===== src/rtl/escaped_string_decoder_macros.svh =====
// Assertion helpers for the decoder RTL.
`ifndef ESCAPED_STRING_DECODER_MACROS_SVH
`define ESCAPED_STRING_DECODER_MACROS_SVH

// Checked only outside reset.
`define ESD_ASSERT(lbl, prop, msg) \
   lbl: assert property (@(posedge clock) disable iff (reset) prop) else $error(msg);

// Checked on every edge, reset included.
`define ESD_ASSERT_ALWAYS(lbl, prop, msg) \
   lbl: assert property (@(posedge clock) prop) else $error(msg);

`endif


===== src/rtl/esd_pkg.sv =====
package esd_pkg;

   typedef enum logic [4:0] {
      PH_START = 5'b00001,
      PH_BODY  = 5'b00010,
      PH_ESC   = 5'b00100,
      PH_HEX1  = 5'b01000,
      PH_HEX2  = 5'b10000
   } phase_type;

   typedef enum logic [2:0] {
      ST_BYTE   = 3'd0,
      ST_DONE   = 3'd1,
      ST_ENDESC = 3'd2,
      ST_HEXCUT = 3'd3,
      ST_BADHEX = 3'd4,
      ST_UNKESC = 3'd5,
      ST_UNTERM = 3'd6
   } status_type;

   localparam logic [7:0] CLOSE_RESET = 8'h22;

   localparam logic [7:0] CHAR_SPACE = 8'h20;
   localparam logic [7:0] CHAR_PCT   = 8'h25;
   localparam logic [7:0] CHAR_BSL   = 8'h5C;
   localparam logic [7:0] CHAR_N     = 8'h6E;
   localparam logic [7:0] CHAR_R     = 8'h72;
   localparam logic [7:0] CHAR_T     = 8'h74;
   localparam logic [7:0] CHAR_ZERO  = 8'h30;
   localparam logic [7:0] CHAR_A     = 8'h61;
   localparam logic [7:0] CHAR_B     = 8'h62;
   localparam logic [7:0] CHAR_F     = 8'h66;

   localparam logic [7:0] CODE_LF  = 8'h0A;
   localparam logic [7:0] CODE_CR  = 8'h0D;
   localparam logic [7:0] CODE_TAB = 8'h09;
   localparam logic [7:0] CODE_NUL = 8'h00;
   localparam logic [7:0] CODE_BEL = 8'h07;
   localparam logic [7:0] CODE_BS  = 8'h08;
   localparam logic [7:0] CODE_FF  = 8'h0C;

   typedef struct packed {
      phase_type  phase;
      logic [3:0] nib;
      logic       nib_ok;
   } state_type;

   typedef struct packed {
      logic       emit;
      status_type status;
      logic [7:0] data;
   } result_type;

   function automatic logic is_hex(input logic [7:0] c);
      return c inside {[8'h30:8'h39], [8'h41:8'h46], [8'h61:8'h66]};
   endfunction

   // letters in either case have low nibble 1..6
   function automatic logic [3:0] hex_value(input logic [7:0] c);
      logic [3:0] v;
      v = 4'd0;
      if (c inside {[8'h30:8'h39]}) begin
         v = c[3:0];
      end else if (c inside {[8'h41:8'h46], [8'h61:8'h66]}) begin
         v = c[3:0] + 4'd9;
      end
      return v;
   endfunction

endpackage


===== src/rtl/esd_decode.sv =====
module esd_decode (
   input  esd_pkg::state_type  cur,
   input  logic [7:0]          src_byte,
   input  logic                stream_end,
   input  logic [7:0]          close_char,
   output esd_pkg::state_type  nxt,
   output esd_pkg::result_type res
);
   import esd_pkg::*;

   state_type  body_nxt;
   result_type body_res;
   state_type  idle_state;

   assign idle_state = '{phase: PH_START, nib: 4'd0, nib_ok: 1'b0};

   // body handling, also used for a non-space first byte
   always_comb begin
      body_nxt = '{phase: PH_BODY, nib: cur.nib, nib_ok: cur.nib_ok};
      body_res = '{emit: 1'b1, status: ST_BYTE, data: src_byte};
      if (stream_end) begin
         body_nxt = idle_state;
         body_res = '{emit: 1'b1, status: ST_UNTERM, data: 8'd0};
      end else if (src_byte == close_char) begin
         body_nxt = idle_state;
         body_res = '{emit: 1'b1, status: ST_DONE, data: 8'd0};
      end else if (src_byte == CHAR_BSL) begin
         body_nxt.phase = PH_ESC;
         body_res.emit  = 1'b0;
      end
   end

   always_comb begin
      nxt = cur;
      res = '{emit: 1'b0, status: ST_BYTE, data: 8'd0};
      case (cur.phase)
         PH_BODY: begin
            nxt = body_nxt;
            res = body_res;
         end
         PH_ESC: begin
            res.emit  = 1'b1;
            nxt.phase = PH_BODY;
            if (stream_end) begin
               nxt        = idle_state;
               res.status = ST_ENDESC;
            end else begin
               // escape letters take priority over the close byte
               case (src_byte)
                  CHAR_N:    res.data = CODE_LF;
                  CHAR_R:    res.data = CODE_CR;
                  CHAR_T:    res.data = CODE_TAB;
                  CHAR_ZERO: res.data = CODE_NUL;
                  CHAR_A:    res.data = CODE_BEL;
                  CHAR_B:    res.data = CODE_BS;
                  CHAR_F:    res.data = CODE_FF;
                  CHAR_BSL:  res.data = CHAR_BSL;
                  CHAR_PCT: begin
                     res.emit  = 1'b0;
                     nxt.phase = PH_HEX1;
                  end
                  default: begin
                     if (src_byte == close_char) begin
                        res.data = close_char;
                     end else begin
                        nxt        = idle_state;
                        res.status = ST_UNKESC;
                     end
                  end
               endcase
            end
         end
         PH_HEX1: begin
            if (stream_end) begin
               nxt = idle_state;
               res = '{emit: 1'b1, status: ST_HEXCUT, data: 8'd0};
            end else begin
               nxt = '{phase: PH_HEX2, nib: hex_value(src_byte),
                       nib_ok: is_hex(src_byte)};
            end
         end
         PH_HEX2: begin
            nxt      = idle_state;
            res.emit = 1'b1;
            if (stream_end) begin
               res.status = ST_HEXCUT;
            end else if (!cur.nib_ok || !is_hex(src_byte)) begin
               res.status = ST_BADHEX;
            end else begin
               nxt.phase = PH_BODY;
               res.data  = {cur.nib, hex_value(src_byte)};
            end
         end
         default: begin
            // start of string; unknown codes land here too
            if (!stream_end && src_byte == CHAR_SPACE) begin
               nxt.phase = PH_BODY;
            end else begin
               nxt = body_nxt;
               res = body_res;
            end
         end
      endcase
   end

endmodule


===== src/rtl/escaped_string_decoder.sv =====
// Backslash-escape string decoder. Each request carries one source byte
// (req_tdata) or, with req_tuser high, the end of the source. A leading space
// is dropped, the byte in csr_wdata (reset 0x22) closes the string, and the
// escapes \n \r \t \0 \a \b \f \\, \<close> and \%HH are expanded. Each
// request gives zero or one response: a data byte with rsp_tuser = 0, or a
// status (1 done, 2 end after backslash, 3 hex cut short, 4 bad hex,
// 5 unknown escape, 6 unterminated) with rsp_tdata = 0, after which a new
// string begins. One request is taken per cycle while the response slot is free
// or being read; a request is held in the input register, and then the single
// decode stage, which also updates the escape state, writes its response into the response register.
// Write the close byte only while no request is in flight.
module escaped_string_decoder (
   input  logic       clock,
   input  logic       reset,
   input  logic       req_tvalid,
   output logic       req_tready,
   input  logic [7:0] req_tdata,   // [7:0] src_byte
   input  logic       req_tuser,   // [0] stream_end
   output logic       rsp_tvalid,
   input  logic       rsp_tready,
   output logic [7:0] rsp_tdata,   // [7:0] out_byte
   output logic [2:0] rsp_tuser,   // [2:0] status
   input  logic       csr_we,
   input  logic [7:0] csr_wdata
);
   import esd_pkg::*;

   `include "escaped_string_decoder_macros.svh"

   logic       s1_valid_ff, s1_valid_in;
   logic [7:0] s1_byte_ff, s1_byte_in;
   logic       s1_end_ff, s1_end_in;
   state_type  state_ff, state_in;
   logic       rsp_valid_ff, rsp_valid_in;
   logic [7:0] rsp_data_ff, rsp_data_in;
   status_type rsp_status_ff, rsp_status_in;
   logic [7:0] close_ff, close_in;

   state_type  dec_nxt;
   result_type dec_res;
   logic       s1_adv;
   logic       req_take;

   esd_decode u_decode (
      .cur        (state_ff),
      .src_byte   (s1_byte_ff),
      .stream_end (s1_end_ff),
      .close_char (close_ff),
      .nxt        (dec_nxt),
      .res        (dec_res)
   );

   // the staged request moves on unless it needs the response slot and that is full and not being read
   assign s1_adv     = s1_valid_ff && (!dec_res.emit || !rsp_valid_ff || rsp_tready);
   assign req_tready = !s1_valid_ff || s1_adv;
   assign req_take   = req_tvalid && req_tready;

   always_comb begin
      s1_valid_in   = s1_valid_ff;
      s1_byte_in    = s1_byte_ff;
      s1_end_in     = s1_end_ff;
      state_in      = state_ff;
      rsp_valid_in  = rsp_valid_ff;
      rsp_data_in   = rsp_data_ff;
      rsp_status_in = rsp_status_ff;
      close_in      = csr_we ? csr_wdata : close_ff;

      if (rsp_valid_ff && rsp_tready) begin
         rsp_valid_in = 1'b0;
      end
      if (s1_adv) begin
         s1_valid_in = 1'b0;
         state_in    = dec_nxt;
         if (dec_res.emit) begin
            rsp_valid_in  = 1'b1;
            rsp_data_in   = dec_res.data;
            rsp_status_in = dec_res.status;
         end
      end
      if (req_take) begin
         s1_valid_in = 1'b1;
         s1_byte_in  = req_tdata;
         s1_end_in   = req_tuser;
      end
   end

   always_ff @(posedge clock) begin
      if (reset) begin
         s1_valid_ff  <= 1'b0;
         rsp_valid_ff <= 1'b0;
         state_ff     <= '{phase: PH_START, nib: 4'd0, nib_ok: 1'b0};
         close_ff     <= CLOSE_RESET;
      end else begin
         s1_valid_ff  <= s1_valid_in;
         rsp_valid_ff <= rsp_valid_in;
         state_ff     <= state_in;
         close_ff     <= close_in;
      end
      s1_byte_ff    <= s1_byte_in;
      s1_end_ff     <= s1_end_in;
      rsp_data_ff   <= rsp_data_in;
      rsp_status_ff <= rsp_status_in;
   end

   assign rsp_tvalid = rsp_valid_ff;
   assign rsp_tdata  = rsp_data_ff;
   assign rsp_tuser  = rsp_status_ff;

   `ESD_ASSERT_ALWAYS(a_reset_empty, reset |=> !s1_valid_ff && !rsp_valid_ff, "pipe not empty after reset")
   `ESD_ASSERT(a_stall_held, !req_tready |-> s1_valid_ff && rsp_valid_ff && !rsp_tready, "input stalled without cause")
   `ESD_ASSERT(a_status_zero, rsp_valid_ff && rsp_status_ff != ST_BYTE |-> rsp_data_ff == 8'd0, "status response carries data")
   `ESD_ASSERT(a_term_restart, s1_adv && dec_res.emit && dec_res.status != ST_BYTE |=> state_ff.phase == PH_START, "no new string after status")
   `ESD_ASSERT(a_byte_body, s1_adv && dec_res.emit && dec_res.status == ST_BYTE |=> state_ff.phase == PH_BODY, "data byte left string body")

endmodule


===== config.mk =====
export PLATFORM = sky130hd
export DESIGN_NAME = escaped_string_decoder
export DESIGN_NICKNAME = d
export VERILOG_FILES = /design/src/rtl/esd_pkg.sv /design/src/rtl/esd_decode.sv /design/src/rtl/escaped_string_decoder.sv
export VERILOG_INCLUDE_DIRS = /design/src /design/src/rtl
export SDC_FILE = /design/constraint.sdc
export NUM_CORES = 1
export LEC_CHECK = 0
export BUFFER_PORTS_ARGS = -buffer_cell sky130_fd_sc_hd__buf_2
export CAP_MARGIN = 20
export CELL_PAD_IN_SITES_DETAIL_PLACEMENT = 0
export CELL_PAD_IN_SITES_GLOBAL_PLACEMENT = 2
export CORE_MARGIN = 2
export CORE_UTILIZATION = 36
export DETAILED_ROUTE_END_ITERATION = 10
export PLACE_DENSITY = 0.79
export SYNTH_ARGS = -nofsm -noshare
export SYNTH_HDL_FRONTEND = slang
export SYNTH_SLANG_ARGS = --single-unit

===== constraint.sdc =====
create_clock -name clock -period 3 [get_ports clock]
set_input_delay 0.15 -clock clock [delete_from_list [all_inputs] [get_ports clock]]
set_output_delay 0.15 -clock clock [all_outputs]
set_load 0.01 [all_outputs]

Word-level counts from Yosys, hierarchy flattened
Index checks and enable logic that the tools add are counted.

Muxes and demuxes: 40. $add $sub $neg: 1. Equal/unequal tests: 18. Shifts and indexed selects: 0. Reduce and logical (&&, ||, !) cells: 25. Divide/modulo/power cells: 0. Order comparisons: 6. Multiply operators: 0. Bitwise logic cells: 0.

Operators by type and width (number): 8-bit one-hot mux with 8 select lines (1); 8-bit by 7-bit equality test with 1-bit output (second input constant) (7); 12-bit one-hot mux with 4 select lines (1); 10-bit one-hot mux with 4 select lines (1); 12-bit two-way mux (3); 8-bit two-way mux (4); 10-bit two-way mux (3); 5-bit two-way mux (6); 8-bit by 6-bit equality test with 1-bit output (second input constant) (3); 3-bit two-way mux (6); 8-bit by 7-bit greater-or-equal comparator with 1-bit output (second input constant) (2); 8-bit by 7-bit less-or-equal comparator with 1-bit output (second input constant) (2); 5-bit one-hot mux with 2 select lines (1); 1-bit two-way mux (9); 9-bit two-way mux (1); 9-bit OR reduction (1); 8-bit equality test (1); 8-bit by 6-bit greater-or-equal comparator with 1-bit output (second input constant) (1); 8-bit by 6-bit less-or-equal comparator with 1-bit output (second input constant) (1); 4-bit two-way mux (2); 8-bit OR reduction (1); 1-bit logical AND (7); 7-bit two-way mux (1); 1-bit logical NOT (6); other kinds (14) (19).

Logic and storage cells: 100. Bits in latches: 0. Memories: 0. Output and inout port bits: 13. Memory bits (writable): 0. Input port bits: 22. Register bits after elaboration: 40. Memory bits (read-only): 0.

Depth between registers and ports, before layout
Depth after elaboration: 15. Mapped depth: 9. Gate-level depth less buffers: 8.

Cells and area by module
Synthesis repeated with hierarchy kept, for this count alone.

Cell total of the unflattened synthesis: 288. Area, all modules: 2666.3 sq um.

By module, submodules not included: escaped_string_decoder (seq. area each 1001.0 sq um, cells each 100, area an instance 1428.9 sq um, times used 1); esd_decode (seq. area each 0.0 sq um, cells each 188, area an instance 1237.4 sq um, times used 1).

Worst setup path before layout
OpenSTA, ideal clock, no wires.

Kind: flip-flop to flip-flop. Start: register s1_byte_ff[6]. End: register rsp_data_ff[0] (netlist: rsp_tdata[0]) (enable). Cell stages (with the launch flop): 8. Arrival time: 2.113 ns. Clock period less this slack: 2.462 ns. Setup slack: 0.538 ns. Cells stage by stage: edfxtp_1 buf_6 or4b_4 o41ai_2 o31ai_1 a21oi_2 buf_6 and2_1.

Cells in the longest elaborated chain, start to end: 11. Elaborated cells on any way between the ends: 17.

Ends and longest elaborated chain: from (decl) (line escaped_string_decoder.sv:31) `logic [7:0] s1_byte_ff, s1_byte_in;`; from (signal assigned) (line escaped_string_decoder.sv:99) `s1_byte_ff <= s1_byte_in;`; 8-bit by 7-bit equality test with 1-bit output (line esd_decode.sv:27) `end else if (src_byte == CHAR_BSL) begin`; 1-bit two-way mux (line esd_decode.sv:27); 1-bit two-way mux (line esd_decode.sv:24) `end else if (src_byte == close_char) begin`; 12-bit two-way mux (line esd_decode.sv:21) `if (stream_end) begin`; 12-bit two-way mux (line esd_decode.sv:96) `if (!stream_end && src_byte == CHAR_SPACE) begin`; 12-bit one-hot mux with 4 select lines (*) (line esd_decode.sv:36) `case (cur.phase)`; 1-bit logical NOT (line escaped_string_decoder.sv:54) `assign s1_adv = s1_valid_ff && (!dec_res.emit || !rsp_valid_ff || rsp_tready);`; 1-bit logical OR (2 in series) (line escaped_string_decoder.sv:54); 1-bit logical AND (line escaped_string_decoder.sv:54); 2-bit AND reduction (no line) (*); to (signal assigned) (line escaped_string_decoder.sv:101) `rsp_data_ff <= rsp_data_in;`; to (decl) (line escaped_string_decoder.sv:35) `logic [7:0] rsp_data_ff, rsp_data_in;`.

Mark *: on every way between the ends. The rest lies on a longest branch, timed or not. A chain may end at the register's enable or synchronous reset.

==> impl_results.rst <==
.. list-table::
   :header-rows: 1

   * - Metric
     - Value
   * - Outcome
     - completed
   * - Slew at the pin closest to its max-slew limit
     - 557 ps
   * - CTS tree
     - done
   * - Launching element of the worst setup path
     - s1_byte_ff[0]
   * - Starting DRC count in detailed routing
     - 188
   * - Leading cell type in the layout, fill and taps excluded
     - sky130_fd_sc_hd__buf_2
   * - Leakage power total
     - 1.09 nW
   * - Distinct cell type count after synthesis
     - 63
   * - CTS sink cnt
     - 40
   * - Relative area change from synthesis to final layout
     - 14.2%
   * - Routability Congestion
     - 0.892
   * - Number of buffers inserted by hold repair at cts
     - 0
   * - Count of final setup violators
     - 0
   * - Postcts setup bufs
     - 0
   * - Launch point of the worst hold path
     - req_tdata[2]
   * - Compound-Gate Fraction of Synth Area
     - 0.203
   * - CTS Buf Count
     - 5
   * - Length of the first detailed-routing pass in iterations
     - 4
   * - Max stage delay cell, worst path
     - sky130_fd_sc_hd__nor3_2
   * - Antenna diode count
     - 0
   * - Remaining number of nets flagged by the antenna check after routing
     - 0
   * - Commonest register cell after synthesis
     - sky130_fd_sc_hd__edfxtp_1
   * - Avg Vias per Cell
     - 5.59
   * - Fmax achieved
     - 380 MHz
   * - Chip Height
     - 87.4 um
   * - Worst Path Max Fanout
     - 8
   * - Endpoints failing hold
     - 0
   * - Worst setup EP type
     - flip-flop
   * - Post-synth ARST share
     - 0
   * - Final net count
     - 323
   * - Xor and xnor fraction of the mapped netlist area
     - 0.0420
   * - Clock slew seen by the registers of the worst setup and hold paths
     - 80 ps
   * - Combinational family with the most area after synthesis
     - simple AND/OR/NAND/NOR gates
   * - Average instance area after synthesis
     - 9.60 um^2
   * - Routed wire length per instance
     - 17.1 um
   * - Peak supply drop
     - 188 uV
   * - Total gr overflow
     - 0
   * - I/O pins
     - 35
   * - Die outline width
     - 87.4 um
   * - Total detailed-routing wirelength
     - 6450 um
   * - Final hold slack
     - 28.1 ps
   * - Data arrival at the endpoint of the critical path
     - 2680 ps
   * - Number of nets in the synthesized netlist
     - 288
   * - Setup repair after global routing missed its margin
     - no
   * - CP required
     - 3050 ps
   * - Critical path class
     - reg2reg
   * - Share of cell area taken by muxes after synthesis
     - 0.0400
   * - Residual DRC count
     - 0
   * - Total of max-cap violations
     - 0
   * - Final core occ
     - 0.423
   * - Post-route clock period utilization
     - 0.878
   * - Crit-path max cell delay
     - 490 ps
   * - Initial Util
     - 0.371
   * - Vias in the first global route
     - 1,967
   * - Overall Global Routing Usage
     - 0.179
   * - Time the final worst path needs with I/O delays and setup
     - 2630 ps
   * - Pin count of the biggest net entering global routing
     - 19
   * - Area of the mapped netlist
     - 2500 um^2
   * - Cell at the root of the clock tree
     - sky130_fd_sc_hd__clkbuf_8
   * - Power per standard cell area
     - 408 nW/um^2
   * - Rel. slew slack
     - 0.628
   * - Source of the worst register-to-register timing path
     - s1_byte_ff[0]
   * - Wire length of the first global-routing pass
     - 10,400 um
   * - EDFF count, synth
     - 20
   * - Number of cells produced by synthesis
     - 261
   * - Floorplan die area
     - 7640 um^2
   * - Count of vias placed by the detailed router
     - 2,109
   * - Number of antenna violations at the first check in global routing
     - 0
   * - Number of storage elements in the synthesis netlist
     - 40
   * - Cells resized by post-CTS repair
     - 0
   * - Part of the Yosys area used for sequential elements
     - 0.400
   * - Simple-gate portion of the synthesized area
     - 0.241
   * - Clk buf depth
     - 2
   * - Overall Power
     - 0.00117 W
   * - Warnings, synthesis
     - 0
   * - Classification of the worst-slack hold path
     - in2reg
   * - Top library cells by usage in the layout, fill and taps aside
     - sky130_fd_sc_hd__buf_2, sky130_fd_sc_hd__nor2_1, sky130_fd_sc_hd__dfxtp_1, sky130_fd_sc_hd__edfxtp_1, sky130_fd_sc_hd__nand2_1
   * - Core ar.
     - 6760 um^2
   * - Clock insertion delay at the later pin of the skew report
     - 300 ps
   * - Total count of max-transition violations in the final report
     - 0
   * - Number of H-tree levels
     - 2
   * - Total Neg Setup Slack
     - 0 ps
   * - Placement row count
     - 30
   * - Worst Skew
     - 7.36 ps
   * - DP HPWL
     - 4940 um
   * - Layout cell share with drive strength beyond 1
     - 0.229
   * - CP Launch Type
     - flip-flop
   * - Adder-cell share of the synthesized area
     - 0.0250
   * - Cell breakdown of the critical path
     - inv_1, ha_1, nand4b_1, nor3_2, and4b_4, and3_1, a221oi_1, nand2_1
   * - Buffers on Ports
     - 34
Yosys cell counts, types with 5 or more instances:
library cell,instances,share of area
sky130_fd_sc_hd__clkbuf_1,7,0.010
sky130_fd_sc_hd__mux2i_1,10,0.040
sky130_fd_sc_hd__nor3b_1,5,0.015
sky130_fd_sc_hd__edfxtp_1,20,0.24
sky130_fd_sc_hd__ha_1,5,0.025
sky130_fd_sc_hd__nand2_1,19,0.028
sky130_fd_sc_hd__nand3_1,10,0.020
sky130_fd_sc_hd__a22oi_1,5,0.015
sky130_fd_sc_hd__inv_1,11,0.016
sky130_fd_sc_hd__o21ai_0,7,0.014
sky130_fd_sc_hd__and3_1,6,0.015
sky130_fd_sc_hd__xnor2_1,9,0.031
sky130_fd_sc_hd__buf_2,6,0.012
sky130_fd_sc_hd__dfxtp_1,20,0.16
sky130_fd_sc_hd__a211oi_1,5,0.015
sky130_fd_sc_hd__a21oi_1,15,0.030
sky130_fd_sc_hd__and2_1,6,0.015
sky130_fd_sc_hd__nor2_1,21,0.031
area by class of cell:
type	count	area, um^2
inverters	11	41.3
clock inverters	2	10.0
fillers	678	3900
repair buffers	44	245
flip-flops and latches	40	1000
well taps	80	100
clock buffers	6	82.6
multi-input cells	194	1380
metrics by stage:
stage          cell area, um^2  cells  setup WS, ps
6_report                  2860    377           366
5_1_grt                   2860    377           179
4_1_cts                   2860    377           377
3_5_place_dp              2770    369           369
3_3_place_gp              2770    369           407
2_1_floorplan             2500    261           538
layer usage:
metal,share of wire,GRT usage,vias up
li1,-,-,1045
met1,0.49,0.249,978
met2,0.44,0.277,74
met3,0.050,0.0370,12
met4,0.026,0.0601,0
met5,0,0,-
path summary, 6_finish.rpt:
kind / endpoint / slack, ps / depth (start not counted)
worst max register to register: rsp_tdata[1] / 370 / 8
worst min-delay path: s1_byte_ff[2] / 30 / 1
worst max-delay path: rsp_tdata[1] / 370 / 8
worst min register to register: rsp_tvalid / 490 / 2
power breakdown:
part,internal [W],switching [W]
sequential,0.000600,0.0000297
combinational,0.0000713,0.0000876
clock,0.000184,0.000193
total,0.000855,0.000311
worst max-delay path, delay by kind of cell (launching register included):
kind	cells	cell delay, ps
AOI/OAI and AO/OA	1	340
adders and majority gates	1	220
buffers and inverters	1	170
DFF	1	390
and+or+nand+nor	5	1270
registers in the layout, indices dropped and copies added (netlist names):
name	count
close_ff	8
s1_valid_ff	1
rsp_tuser	3
state_ff	10
s1_end_ff	1
rsp_tdata	8
rsp_tvalid	1
s1_byte_ff	8
kinds of logic after synthesis:
group | after synthesis
compound gates | 66
xor+xnor | 12
fa+ha+maj | 5
buf+inv | 27
flops | 40
mux | 10
simple gates | 101
Power figures use the tool's default switching activity.
